--- src/rtl/core/hlfr_pkg.sv ---
`default_nettype none
package hlfr_pkg;

  localparam int BUFFER_DEPTH = 64;
  localparam int ADDR_W = $clog2(BUFFER_DEPTH);
  localparam int CNT_W = $clog2(BUFFER_DEPTH + 1);
  localparam int BYTE_W = 8;
  localparam int TIME_W = 32;
  localparam int WORD_W = 32;
  localparam int CFG_INDEX_W = 1;
  localparam int S_TDATA_W = BYTE_W + TIME_W;
  localparam int HDR_BYTES = 4;
  localparam int LEN_OFFSET = 4;
  // a frame is judged from this stored count on (seventh byte arriving)
  localparam int CHECK_FROM = 6;

  localparam logic [WORD_W-1:0] HEADER_WORD_RESET = 32'h1000_00C5;
  localparam logic [TIME_W-1:0] TIMEOUT_RESET = 32'd500;

  localparam logic [CFG_INDEX_W-1:0] CFG_HEADER_WORD = 1'd0;
  localparam logic [CFG_INDEX_W-1:0] CFG_TIMEOUT_TICKS = 1'd1;

  typedef enum logic {
    ST_IDLE,
    ST_EMIT
  } emit_state_t;

  typedef struct packed {
    logic             valid;
    logic [CNT_W-1:0] len;
  } frame_done_t;

endpackage
`default_nettype wire

--- src/rtl/core/hlfr_ram.sv ---
`default_nettype none
module hlfr_ram #(
  parameter int WIDTH = 8,
  parameter int DEPTH = 64
) (
  input  wire logic                     clk,
  input  wire logic                     wr_en,
  input  wire logic [$clog2(DEPTH)-1:0] wr_addr,
  input  wire logic [WIDTH-1:0]         wr_data,
  input  wire logic                     rd_en,
  input  wire logic [$clog2(DEPTH)-1:0] rd_addr,
  output logic      [WIDTH-1:0]         rd_data
);

  logic [WIDTH-1:0] mem [DEPTH];

  always_ff @(posedge clk) begin
    if (wr_en) begin
      mem[wr_addr] <= wr_data;
    end
    if (rd_en) begin
      rd_data <= mem[rd_addr];
    end
  end

endmodule
`default_nettype wire

--- src/rtl/core/hlfr_collect.sv ---
`default_nettype none
module hlfr_collect (
  input  wire logic                              clk,
  input  wire logic                              rst,
  input  wire logic                              cfg_valid,
  input  wire logic [hlfr_pkg::CFG_INDEX_W-1:0]  cfg_index,
  input  wire logic [hlfr_pkg::WORD_W-1:0]       cfg_data,
  input  wire logic                              in_take,
  input  wire logic [hlfr_pkg::BYTE_W-1:0]       byte_value,
  input  wire logic [hlfr_pkg::TIME_W-1:0]       arrival_time,
  output logic                                   wr_en,
  output logic      [hlfr_pkg::ADDR_W-1:0]       wr_addr,
  output logic      [hlfr_pkg::BYTE_W-1:0]       wr_data,
  output hlfr_pkg::frame_done_t                  done
);

  localparam int CNT_W = hlfr_pkg::CNT_W;
  localparam int BYTE_W = hlfr_pkg::BYTE_W;

  logic [hlfr_pkg::WORD_W-1:0] header_word;
  logic [hlfr_pkg::TIME_W-1:0] timeout_ticks;
  logic [CNT_W-1:0]            byte_count;
  logic [CNT_W-1:0]            byte_count_next;
  logic [hlfr_pkg::TIME_W-1:0] last_arrival;
  // copies of the header and length entries of the frame store
  logic [BYTE_W-1:0]           hdr [hlfr_pkg::HDR_BYTES];
  logic [BYTE_W-1:0]           len_byte;

  logic [hlfr_pkg::TIME_W-1:0] gap;
  logic [CNT_W-1:0]            base;
  logic [CNT_W-1:0]            base_inc;
  logic                        judge;
  logic                        hdr_ok;
  logic                        complete;
  logic [CNT_W-1:0]            cnt_step;

  always_ff @(posedge clk) begin
    if (rst) begin
      header_word   <= hlfr_pkg::HEADER_WORD_RESET;
      timeout_ticks <= hlfr_pkg::TIMEOUT_RESET;
    end else if (cfg_valid) begin
      case (cfg_index)
        hlfr_pkg::CFG_HEADER_WORD:   header_word   <= cfg_data;
        hlfr_pkg::CFG_TIMEOUT_TICKS: timeout_ticks <= cfg_data;
        default: ;
      endcase
    end
  end

  always_comb begin
    gap      = arrival_time - last_arrival;
    base     = ((byte_count != '0) && (gap > timeout_ticks)) ? '0 : byte_count;
    base_inc = base + CNT_W'(1);
    judge    = base >= CNT_W'(hlfr_pkg::CHECK_FROM);
    hdr_ok   = 1'b1;
    for (int k = 0; k < hlfr_pkg::HDR_BYTES; k++) begin
      if (hdr[k] != header_word[hlfr_pkg::WORD_W-1-BYTE_W*k -: BYTE_W]) begin
        hdr_ok = 1'b0;
      end
    end
    complete = judge && hdr_ok && (len_byte == BYTE_W'(base_inc));
    if (judge && (!hdr_ok || complete)) begin
      cnt_step = '0;
    end else begin
      cnt_step = base_inc;
    end
    byte_count_next = (cnt_step >= CNT_W'(hlfr_pkg::BUFFER_DEPTH)) ? '0 : cnt_step;
  end

  assign wr_en      = in_take;
  assign wr_addr    = base[hlfr_pkg::ADDR_W-1:0];
  assign wr_data    = byte_value;
  assign done.valid = in_take && complete;
  assign done.len   = base_inc;

  always_ff @(posedge clk) begin
    if (rst) begin
      byte_count   <= '0;
      last_arrival <= '0;
    end else if (in_take) begin
      byte_count   <= byte_count_next;
      last_arrival <= arrival_time;
    end
  end

  always_ff @(posedge clk) begin
    if (in_take) begin
      for (int k = 0; k < hlfr_pkg::HDR_BYTES; k++) begin
        if (base == CNT_W'(k)) begin
          hdr[k] <= byte_value;
        end
      end
      if (base == CNT_W'(hlfr_pkg::LEN_OFFSET)) begin
        len_byte <= byte_value;
      end
    end
  end

endmodule
`default_nettype wire

--- src/rtl/core/hlfr_emit.sv ---
`default_nettype none
module hlfr_emit (
  input  wire logic                        clk,
  input  wire logic                        rst,
  input  wire hlfr_pkg::frame_done_t       done,
  input  wire logic                        m_tready,
  output logic                             m_tvalid,
  output logic                             m_tlast,
  output logic                             busy,
  output logic                             rd_en,
  output logic      [hlfr_pkg::ADDR_W-1:0] rd_addr
);

  localparam int CNT_W = hlfr_pkg::CNT_W;

  hlfr_pkg::emit_state_t state;
  hlfr_pkg::emit_state_t state_next;
  logic [CNT_W-1:0]      rd_ptr;
  logic [CNT_W-1:0]      frame_len;
  logic                  slot_free;
  logic                  at_last;

  assign slot_free = !m_tvalid || m_tready;
  assign at_last   = (rd_ptr + CNT_W'(1)) == frame_len;
  assign rd_addr   = rd_ptr[hlfr_pkg::ADDR_W-1:0];

  always_comb begin
    state_next = state;
    case (state)
      hlfr_pkg::ST_IDLE: begin
        if (done.valid) begin
          state_next = hlfr_pkg::ST_EMIT;
        end
      end
      hlfr_pkg::ST_EMIT: begin
        if (slot_free && at_last) begin
          state_next = hlfr_pkg::ST_IDLE;
        end
      end
      default: state_next = hlfr_pkg::ST_IDLE;
    endcase
  end

  always_comb begin
    case (state)
      hlfr_pkg::ST_EMIT: begin
        busy  = 1'b1;
        rd_en = slot_free;
      end
      default: begin
        busy  = 1'b0;
        rd_en = 1'b0;
      end
    endcase
  end

  always_ff @(posedge clk) begin
    if (rst) begin
      state    <= hlfr_pkg::ST_IDLE;
      m_tvalid <= 1'b0;
      rd_ptr   <= '0;
    end else begin
      state <= state_next;
      // the RAM read register is the output stage; it only moves on rd_en
      if (rd_en) begin
        m_tvalid <= 1'b1;
      end else if (m_tready) begin
        m_tvalid <= 1'b0;
      end
      if (done.valid) begin
        rd_ptr <= '0;
      end else if (rd_en) begin
        rd_ptr <= rd_ptr + CNT_W'(1);
      end
    end
  end

  always_ff @(posedge clk) begin
    if (done.valid) begin
      frame_len <= done.len;
    end
    if (rd_en) begin
      m_tlast <= at_last;
    end
  end

endmodule
`default_nettype wire

--- src/rtl/core/header_length_frame_receiver.sv ---
`default_nettype none
// Frame receiver: bytes arrive on s_* with a timestamp and are written into a
// 64-entry frame RAM, one request per cycle while collecting. A gap above
// timeout_ticks drops a partial frame; from the seventh byte on, bytes 0..3
// must equal header_word (byte 0 in the top bits) or the frame is dropped; a
// frame that fills the buffer without completing is dropped. When the stored
// count equals the length byte at offset 4, the frame of n bytes is read back
// from the RAM's single read port onto m_*, one byte per cycle if m_tready
// allows, m_tlast on the final byte. While a frame is read out s_tready is
// low, so no new byte is taken until the final byte is read from the RAM.
// Registers may be written through cfg_* at any time the block is idle;
// cfg_ready is always high. No clearing pass after reset.
module header_length_frame_receiver (
  input  wire logic                              clk,
  input  wire logic                              rst,
  input  wire logic                              s_tvalid,
  output logic                                   s_tready,
  input  wire logic [hlfr_pkg::S_TDATA_W-1:0]    s_tdata,  // byte_value[7:0], arrival_time[39:8]
  output logic                                   m_tvalid,
  input  wire logic                              m_tready,
  output logic      [hlfr_pkg::BYTE_W-1:0]       m_tdata,  // frame_byte[7:0]
  output logic                                   m_tlast,
  input  wire logic                              cfg_valid,
  output logic                                   cfg_ready,
  input  wire logic [hlfr_pkg::CFG_INDEX_W-1:0]  cfg_index,
  input  wire logic [hlfr_pkg::WORD_W-1:0]       cfg_data
);

  logic                          busy;
  logic                          in_take;
  logic                          wr_en;
  logic [hlfr_pkg::ADDR_W-1:0]   wr_addr;
  logic [hlfr_pkg::BYTE_W-1:0]   wr_data;
  logic                          rd_en;
  logic [hlfr_pkg::ADDR_W-1:0]   rd_addr;
  hlfr_pkg::frame_done_t         done;

  assign s_tready  = !busy;
  assign in_take   = s_tvalid && s_tready;
  assign cfg_ready = 1'b1;

  hlfr_collect u_collect (
    .clk          (clk),
    .rst          (rst),
    .cfg_valid    (cfg_valid),
    .cfg_index    (cfg_index),
    .cfg_data     (cfg_data),
    .in_take      (in_take),
    .byte_value   (s_tdata[hlfr_pkg::BYTE_W-1:0]),
    .arrival_time (s_tdata[hlfr_pkg::S_TDATA_W-1:hlfr_pkg::BYTE_W]),
    .wr_en        (wr_en),
    .wr_addr      (wr_addr),
    .wr_data      (wr_data),
    .done         (done)
  );

  hlfr_ram #(
    .WIDTH (hlfr_pkg::BYTE_W),
    .DEPTH (hlfr_pkg::BUFFER_DEPTH)
  ) u_frame_ram (
    .clk     (clk),
    .wr_en   (wr_en),
    .wr_addr (wr_addr),
    .wr_data (wr_data),
    .rd_en   (rd_en),
    .rd_addr (rd_addr),
    .rd_data (m_tdata)
  );

  hlfr_emit u_emit (
    .clk      (clk),
    .rst      (rst),
    .done     (done),
    .m_tready (m_tready),
    .m_tvalid (m_tvalid),
    .m_tlast  (m_tlast),
    .busy     (busy),
    .rd_en    (rd_en),
    .rd_addr  (rd_addr)
  );

endmodule
`default_nettype wire
--- config.mk ---
export PLATFORM = sky130hd
export DESIGN_NAME = header_length_frame_receiver
export DESIGN_NICKNAME = d
export VERILOG_FILES = /design/src/rtl/core/hlfr_pkg.sv /design/src/rtl/core/hlfr_ram.sv /design/src/rtl/core/hlfr_collect.sv /design/src/rtl/core/hlfr_emit.sv /design/src/rtl/core/header_length_frame_receiver.sv
export SDC_FILE = /design/constraint.sdc
export NUM_CORES = 1
export LEC_CHECK = 0
export BUFFER_PORTS_ARGS = -buffer_cell sky130_fd_sc_hd__buf_2
export CORE_UTILIZATION = 50
export CTS_CLUSTER_DIAMETER = 40
export DETAILED_ROUTE_END_ITERATION = 6
export PLACE_DENSITY = 0.71
export SLEW_MARGIN = 30
export SYNTH_ARGS = -nofsm -noshare
export SYNTH_HDL_FRONTEND = slang
export SYNTH_SLANG_ARGS = --single-unit
--- constraint.sdc ---
create_clock -name clk -period 6.8 [get_ports clk]
set_input_delay 0.34 -clock clk [delete_from_list [all_inputs] [get_ports clk]]
set_output_delay 0.34 -clock clk [all_outputs]
set_load 0.1 [all_outputs]
### Word level (Yosys, flattened, before mapping)

Memory sizes are Yosys's and may differ from the RTL's. A register that Yosys moved wholly into a read port is not among the register bits.
Index checks and enable logic that the tools add are counted.

| storage, ports and cells | value |
|---|---|
| register bits | 128 |
| RAM bits | 544 |
| input bits | 78 |
| output and inout port bits | 12 |
| word-level logic and storage cells | 89 |
| memories | 2 |

Memories:

| memory | depth | width | read ports | clocked after memory_dff | write ports | line | text |
|---|---|---|---|---|---|---|---|
| u_frame_ram.mem | 64 | 8 | 1 | 1 | 1 | hlfr_ram.sv:15 | `logic [WIDTH-1:0] mem [DEPTH];` |
| u_collect.hdr | 4 | 8 | 4 | 0 | 1 | hlfr_collect.sv:26 | `logic [BYTE_W-1:0] hdr [hlfr_pkg::HDR_BYTES];` |

| operators by class | value |
|---|---|
| add/subtract/negate cells | 3 |
| $lt $le $gt $ge | 3 |
| equal/unequal tests | 10 |
| muxes and demuxes | 37 |
| bitwise gates (word level) | 2 |
| reduce and logical (&&, ||, !) cells | 22 |

Operators with widths:

| operator | count |
|---|---|
| greater-than comparator 32 bit | 1 |
| inequality test 8 bit | 4 |
| subtractor 32 bit | 1 |
| two-way mux 1 bit | 27 |
| two-way mux 8 bit | 3 |
| OR reduction 8 bit | 3 |
| two-way mux 7 bit | 3 |
| adder 7 x 1 -> 7 bit (second input constant) | 2 |
| equality test 7 x 2 -> 1 bit (second input constant) | 2 |
| equality test 8 x 7 -> 1 bit | 1 |
| equality test 7 x 1 -> 1 bit (second input constant) | 1 |
| equality test 7 x 3 -> 1 bit (second input constant) | 1 |
| equality test 7 bit | 1 |
| >= comparator 7 x 3 -> 1 bit (second input constant) | 1 |
| >= comparator 7 bit (second input constant) | 1 |
| logical AND 1 bit | 7 |
| zero test 7 bit | 1 |
| nonzero test 7 bit | 1 |
| two-way mux 2 bit | 3 |
| AND reduction 2 bit | 3 |
| zero test 1 bit | 3 |
| logical OR 1 bit | 2 |
| inverter 1 bit | 2 |
| one-hot mux 1 bit (2 select lines) | 1 |
| 2 further kinds | 2 |

### Longest topological paths before layout

Gate-level depths: netlist (run 1).
An unclocked memory read counts as a cell.

| depth | value |
|---|---|
| depth in word-level cells | 13 |
| gate-level depth with buffers | 32 |
| depth with buffers taken out | 30 |

### Cells and area by module

Synthesis (run 1) repeated with hierarchy kept, for this count alone.

| second synthesis, totals | value |
|---|---|
| cell total of the unflattened synthesis | 1976 |
| area total of the unflattened synthesis | 29434.5 um^2 |

Modules (own cells, without submodules):

| module | instances | cells each | area an instance (um^2) | sequential area each (um^2) |
|---|---|---|---|---|
| hlfr_ram | 1 | 940 | 20246.9 | 15615.0 |
| hlfr_collect | 1 | 953 | 8338.0 | 3263.1 |
| hlfr_emit | 1 | 79 | 828.3 | 420.4 |
| header_length_frame_receiver | 1 | 4 | 21.3 | 0.0 |

### Worst setup path after synthesis (run 1)

Ideal clock, no wire load.

| timing path | value |
|---|---|
| path kind | input port to flip-flop |
| start | input port s_tdata[8] (netlist bit) |
| end | register u_emit.rd_ptr[0] |
| setup time | 117 ps |
| arrival | 6150 ps |
| data required time | 6683 ps |
| setup slack | 534 ps |
| stages | 30 |
| buffers on the path | 1 |
| path through | inv_1 -> ha_1 -> inv_1 -> fa_1 -> a211oi_1 -> o21ai_1 -> a31oi_1 -> nor2_1 -> or3_1 -> a21o_1 -> a21oi_1 -> xnor2_1 -> ha_1 -> nand4_1 -> or4_1 -> a21oi_1 -> a211o_1 -> a211o_2 -> nand2_2 -> and2_1 -> ha_1 -> xnor2_1 -> a2111oi_0 -> nand3_1 -> a21oi_1 -> o2111ai_1 -> a211oi_1 -> or2_1 -> buf_2 -> nor2_1 |

RTL lines:

| item | line | text |
|---|---|---|
| start, declared | header_length_frame_receiver.sv:18 | `input wire logic [hlfr_pkg::S_TDATA_W-1:0] s_tdata,` |
| end signal, assigned | hlfr_emit.sv:73 | `rd_ptr <= rd_ptr + CNT_W'(1);` |
| end, declared | hlfr_emit.sv:18 | `logic [CNT_W-1:0] rd_ptr;` |

==> flow_summary.yaml, run 1 <==
global_routing:
  track_usage: 0.236
  grt_pass1_vias: 17400
  grt_pass1_wl_mm: 105
  antenna_found_initial: 1
  grt_max_degree: 110
  grt_overflow: 0
power_and_ir_drop:
  p_leak_nw: 11.6
  ir_drop_uv: 255
  p_per_area_nw_per_um2: 292
  total_power_mw: 10.1
setup_path:
  reg2reg_from: "u_collect.last_arrival[0]"
  crit_fanout: 4
  r2r-end: "u_collect.byte_count[2]"
  rrSetupSlack_ns: 0.41
  r2r_cells: 28
  cpMostUsedCell: "ha_1"
  cp_slowest_cell: "or4_1"
  path_class: "in2reg"
  worst_ep_arrival_time_ns: 6.95
  crit_path_end_kind: "flop"
  cp-start-kind: "input port"
  worst_path_largest_cell_delay_ns: 0.54
  cp_data_required_time_ns: 7.29
sta:
  finalMaxSlewViolations: 0
  clock.fmax_mhz: 155
  setup_tns_ns: 0
  hold_viol_final: 0
  clock_skew_ns: 0.0329
  finalCriticalPeriod_ns: 6.46
  finalCritPeriodShare: 0.949
  final.setup.worst_slack_ns: 0.344
  grt_setup_unrepaired: "no"
  worst_pin_slew_ns: 0.981
  slew_headroom: 0.343
  setup_viol: 0
clock_tree:
  cts-htree-levels: 3
  clk_pin_slew_ns: 0.06
  cts_tree: "built"
  clk_path_buf_depth: 3
  insertion_delay_ns: 0.65
  clock-root-buffer: "clkbuf_16"
  cts_made_buffers: 93
  cts.sink_count: 680
floorplanning:
  die_h_microns: 243
  initial_core_util: 0.505
  design.core.area_sq_um: 57600
  num_rows: 88
  ios: 90
  die_w_microns: 243
  die_area_sq_um: 59100
drt:
  first_pass_iters: 7
  viasPerCell: 5.87
  drc: 0
  initialDrtViolationCount: 1625
  routed_wl_mm: 68.7
  wl_per_cell_microns: 23.2
  num_vias: 17300
  antenna_left: 0
worst_hold_path:
  min-delay-path-class: "in2reg"
  hold_depth: 4
  hp-start: "cfg_index"
  hold_path_end: "u_collect.header_word[9]"
yosys:
  avgSynthCellArea_sq_um: 15.4
  synth_seq_cells: 680
  yosysUniqueCellTypes: 61
  synth_nets: 2031
  synth_edf_count: 568
  syn_area_sq_um: 29100
  synth_seq_area_share: 0.664
  ys_warn_count: 0
  ys.flop_type: "edfxtp_1"
  syn_inst: 1884
  async_reset_ff_frac: 0
finish:
  multi_input_area_sq_um: 9100
  nFillCells: 4141
  layout.nets: 2258
  seq_area_sq_um: 19300
  drive_above_1_share: 0.239
  finish.utilization: 0.601
  areaGrowthSynthToFinish_pct: 19.0
outcome:
  status: "finished, final reports clean"
placed_design:
  place.gp.congestion: 0.874
  dpl_worst_slack_ns: 0.0818
  dpl.hpwl_mm: 41.3
  io_buffers: 88
job:
  cap_violations: 0
-- cells by family after synthesis --
logic type / count (synthesis) / share of synthesized area
other: 1 / 0.000129
muxes: 172 / 0.132
and+or+nand+nor: 459 / 0.0731
DFF: 680 / 0.664
AOI/OAI and AO/OA: 238 / 0.0494
adders and majority gates: 69 / 0.0300
buffers and inverters: 179 / 0.0260
xor gates and xnor gates: 86 / 0.0259
-- through the flow --
step	instance area, sq um	std cells	hold WS, ns
6_report	34600	2956	0.171
3_3_place_gp	30700	2714	0.442
2_1_floorplan	29100	1884	0.436
4_1_cts	34500	2954	0.138
5_1_grt	34600	2955	0.183
3_5_place_dp	30700	2716	0.448
-- cell type report --
| class | count | share of cell area |
|---|---|---|
| flip-flops and latches | 680 | 0.558 |
| multi-input cells | 1025 | 0.263 |
| clock buffers | 101 | 0.0681 |
| repair buffers | 231 | 0.0504 |
| well taps | 765 | 0.0277 |
| clock inverters | 73 | 0.0242 |
| inverters | 80 | 0.00868 |
| diodes | 1 | 0.0000723 |
-- power by group --
| group | total, mW | leakage [nW] | switching [mW] | internal [mW] |
|---|---|---|---|---|
| logic | 0.626 | 4.06 | 0.386 | 0.240 |
| registers | 4.59 | 6.04 | 0.0272 | 4.57 |
| clock network | 4.89 | 1.51 | 1.93 | 2.96 |
| total | 10.1 | 11.6 | 2.34 | 7.77 |
-- sequential cells by signal, indices dropped and copies added, names as in the netlist, 8 cells and up --
register and count:
u_collect.last_arrival 32, u_collect.len_byte 8, u_collect.hdr 32, u_collect.header_word 32, u_collect.timeout_ticks 32, u_frame_ram.rd_data 8, u_frame_ram.mem 512
-- cells in the final DEF, fill, tap and decap left out, types with 16 or more instances in the layout --
master | netlist | routed
a21o_1 | 18 | 18
a21oi_1 | 132 | 131
buf_2 | 16 | 88
buf_4 | 3 | 74
clkbuf_16 | 0 | 93
dfxtp_1 | 112 | 109
dlygate4sd3_1 | 0 | 64
edfxtp_1 | 568 | 568
ha_1 | 68 | 68
inv_1 | 79 | 79
inv_6 | 0 | 16
mux4_2 | 168 | 168
nand2_1 | 217 | 217
nand3_1 | 30 | 30
nor2_1 | 57 | 56
nor3_1 | 46 | 45
nor4_1 | 27 | 22
o21ai_0 | 17 | 17
xnor2_1 | 33 | 33
xor2_1 | 53 | 53
-- worst max-delay path by stage --
stage	slack (ns)	cells after the start	to	start
2_1_floorplan	0.53	30	u_emit.rd_ptr[0]	s_tdata[8]
3_3_place_gp	0.26	30	u_collect.byte_count[2]	s_tdata[8]
3_5_place_dp	0.08	30	u_collect.byte_count[2]	s_tdata[8]
4_1_cts	0.15	31	u_collect.byte_count[2]	s_tdata[8]
5_1_grt	0.007	32	u_emit.rd_ptr[5]	s_tdata[8]
6_report	0.34	31	u_collect.byte_count[2]	s_tdata[8]
-- synth_stat cells (3+ instances only) --
| cell | number | area share |
|---|---|---|
| edfxtp_1 | 568 | 0.59 |
| nand2_1 | 217 | 0.028 |
| mux4_2 | 168 | 0.13 |
| a21oi_1 | 132 | 0.023 |
| dfxtp_1 | 112 | 0.077 |
| inv_1 | 79 | 0.010 |
| ha_1 | 68 | 0.029 |
| clkbuf_1 | 59 | 0.0076 |
| nor2_1 | 57 | 0.0074 |
| xor2_1 | 53 | 0.016 |
| nor3_1 | 46 | 0.0079 |
| xnor2_1 | 33 | 0.0099 |
| nand3_1 | 30 | 0.0052 |
| nor4_1 | 27 | 0.0058 |
| a21o_1 | 18 | 0.0046 |
| o21ai_0 | 17 | 0.0029 |
| buf_2 | 16 | 0.0028 |
| buf_1 | 14 | 0.0018 |
| nand4_1 | 14 | 0.0030 |
| and2_1 | 13 | 0.0028 |
| nand2b_1 | 13 | 0.0028 |
| nor2b_1 | 13 | 0.0028 |
| o211ai_1 | 12 | 0.0031 |
| o21a_1 | 8 | 0.0021 |
| buf_6 | 7 | 0.0027 |
| or3_1 | 7 | 0.0015 |
| a31oi_1 | 6 | 0.0013 |
| o21ai_1 | 6 | 0.0010 |
| a211oi_1 | 5 | 0.0013 |
| a22o_1 | 4 | 0.0012 |
| and3_1 | 4 | 0.00086 |
| mux2i_1 | 4 | 0.0014 |
| o21bai_1 | 4 | 0.0010 |
| or4_1 | 4 | 0.0010 |
| a31o_2 | 3 | 0.00090 |
| buf_4 | 3 | 0.00077 |
| nor4_2 | 3 | 0.0013 |
| o2111ai_1 | 3 | 0.00090 |
| o31a_1 | 3 | 0.00090 |
| or2_2 | 3 | 0.00065 |
-- critical path, delay by kind of cell --
kind,cells,cell delay [ns]
AOI/OAI and AO/OA,10,1.90
xor gates and xnor gates,2,0.24
adders and majority gates,4,1.30
buffers and inverters,4,0.77
and+or+nand+nor,11,2.39
-- per-layer routing --
metal | track usage | up-vias | wire (microns)
li1 | - | 7718 | -
met1 | 0.318 | 8807 | 28100
met5 | 0 | - | 0
met3 | 0.0356 | 115 | 4540
met4 | 0.0768 | 0 | 1610
met2 | 0.394 | 704 | 34400
-- repair_timing --
action                                 4_1_cts  5_1_grt
setup endpoints to repair                    0       21
gates resized for setup                      0        6
buffers inserted                             0        0
hold buffers                                64        0
endpoints found under the hold margin       96        0
Power figures use the tool's default switching activity.
==> run 2: changes to the inputs <==
BUFFER_PORTS_ARGS = unset   (was -buffer_cell sky130_fd_sc_hd__buf_2)
DONT_BUFFER_PORTS = 1   (was unset)
PLACE_DENSITY = 0.7   (was 0.71)
==> run 2 against run 1 <==
  * Sequential share of layout area increased by 0.64 points
  * Wire length decreased by 2.4%
  * Clock power decreased by 3%
==> flow_summary.yaml, run 2 (same netlist as run 1, synthesis figures left out) <==
outcome:
  status: "finished, final reports clean"
global_routing:
  grt.met1_usage: 0.310
  met3_usage: 0.0416
  busiest_layer: "met2"
  grt_max_degree: 90
  use_met2: 0.382
  grt_overflow: 0
  grt_pass1_wl_mm: 103
  antenna_found_initial: 3
  grt_pass1_vias: 17100
  track_usage: 0.230
setup_path:
  crit_fanout: 9
  crit_path_end_kind: "flop"
  path_class: "reg2reg"
  worst_path_largest_cell_delay_ns: 0.49
  cp-start-kind: "flop"
  worst_ep_arrival_time_ns: 6.98
  cpMostUsedCell: "ha_1"
  cp_slowest_cell: "or4_1"
  cp_data_required_time_ns: 7.30
floorplanning:
  initial_core_util: 0.505
  die_h_microns: 243
  ios: 90
  design.core.area_sq_um: 57600
  num_rows: 88
  die_area_sq_um: 59100
  die_w_microns: 243
power_and_ir_drop:
  p_leak_nw: 11.3
  p_per_area_nw_per_um2: 291
  ir_drop_uv: 224
  total_power_mw: 9.96
job:
  cap_violations: 0
placed_design:
  dpl.hpwl_mm: 40.7
  io_buffers: 0
  place.gp.congestion: 0.846
drt:
  routed_wl_mm: 67.0
  num_vias: 16900
  wl_per_cell_microns: 23.4
  first_pass_iters: 5
  antenna_left: 0
  initialDrtViolationCount: 1400
  drc: 0
  viasPerCell: 5.90
sta:
  slew_headroom: 0.329
  setup_tns_ns: 0
  finalCriticalPeriod_ns: 6.48
  finalMaxSlewViolations: 0
  worst_pin_slew_ns: 1.01
  clock_skew_ns: 0.0572
  timing.hold.ws_ns: 0.0733
  finalCritPeriodShare: 0.953
  setup_viol: 0
  hold_viol_final: 0
  clock.fmax_mhz: 154
clock_tree:
  clk_path_buf_depth: 3
  insertion_delay_ns: 0.66
  cts-htree-levels: 3
  clk_pin_slew_ns: 0.06
  cts_made_buffers: 89
  cts_tree: "built"
  cts.sink_count: 680
  clock-root-buffer: "clkbuf_16"
finish:
  layout_commonest_cell: "edfxtp_1"
  largest_reg_flops: 512
  drive_above_1_share: 0.204
  areaGrowthSynthToFinish_pct: 17.7
  layout.nets: 2166
  regMostFlops: "u_frame_ram.mem"
  layout_common_cells: "edfxtp_1 (568), nand2_1 (217), mux4_2 (168), a21oi_1 (132), dfxtp_1 (109)"
worst_hold_path:
  min-delay-path-class: "in2reg"
==> run 2: path summary, 6_finish.rpt <==
kind,start,slack [ns],endpoint,depth (start not counted)
hold reg to reg,u_collect.last_arrival[17],0.45,u_collect.last_arrival[17],2
hold / removal,s_tdata[3],0.07,u_frame_ram.mem[48][3],1
setup / recovery,u_collect.last_arrival[0],0.32,u_collect.byte_count[2],28
setup reg to reg,u_collect.last_arrival[0],0.32,u_collect.byte_count[2],28
==> run 2: where the power goes <==
group | total [mW] | internal (mW) | switching, mW | leakage (nW)
Sequential | 4.59 | 4.56 | 0.0271 | 6.04
Clock | 4.75 | 2.83 | 1.92 | 1.50
Combinational | 0.616 | 0.238 | 0.377 | 3.77
==> run 2: layer usage <==
metal | routed length, microns | share of wire
met4 | 1610 | 0.024
met3 | 4490 | 0.067
met5 | 13 | 0.00019
met2 | 33200 | 0.50
met1 | 27700 | 0.41
==> run 2: final cells by class <==
| type | instances | area [sq um] |
|---|---|---|
| tap | 765 | 957 |
| antenna | 2 | 5.00 |
| sequential | 680 | 19300 |
| clock buffer | 106 | 2350 |
| clock inverter | 60 | 757 |
| inverter | 80 | 300 |
| fill | 4175 | 23400 |
| multi-input combinational | 1025 | 9090 |
| timing repair buffer | 143 | 1440 |
==> run 2: critical path, delay by kind of cell, from the launching register on <==
family / cells / cell delay [ns]
AOI/OAI and AO/OA: 13 / 3.07
xor gates and xnor gates: 1 / 0.14
adders and majority gates: 4 / 1.23
buffers and inverters: 1 / 0.06
DFF: 1 / 0.33
and+or+nand+nor: 9 / 1.49
==> run 2: what timing repair did <==
| action | in CTS | in global routing |
|---|---|---|
| hold buffers | 75 | 0 |
| endpoints found under the setup margin | 0 | 21 |
| hold endpoints to repair | 654 | 0 |
| setup buffers | 0 | 1 |
| gates resized for setup | 0 | 12 |
==> run 2: per-stage QoR <==
stage	area, sq um	cells	utilization	setup slack (ns)
after floorplan	29100	1884	-	0.534
after global placement	30100	2617	0.523	0.254
after detailed placement	30100	2617	0.523	0.104
after CTS	34100	2858	0.593	0.135
after global routing	34200	2861	0.594	-0.0553
final	34200	2861	0.594	0.322
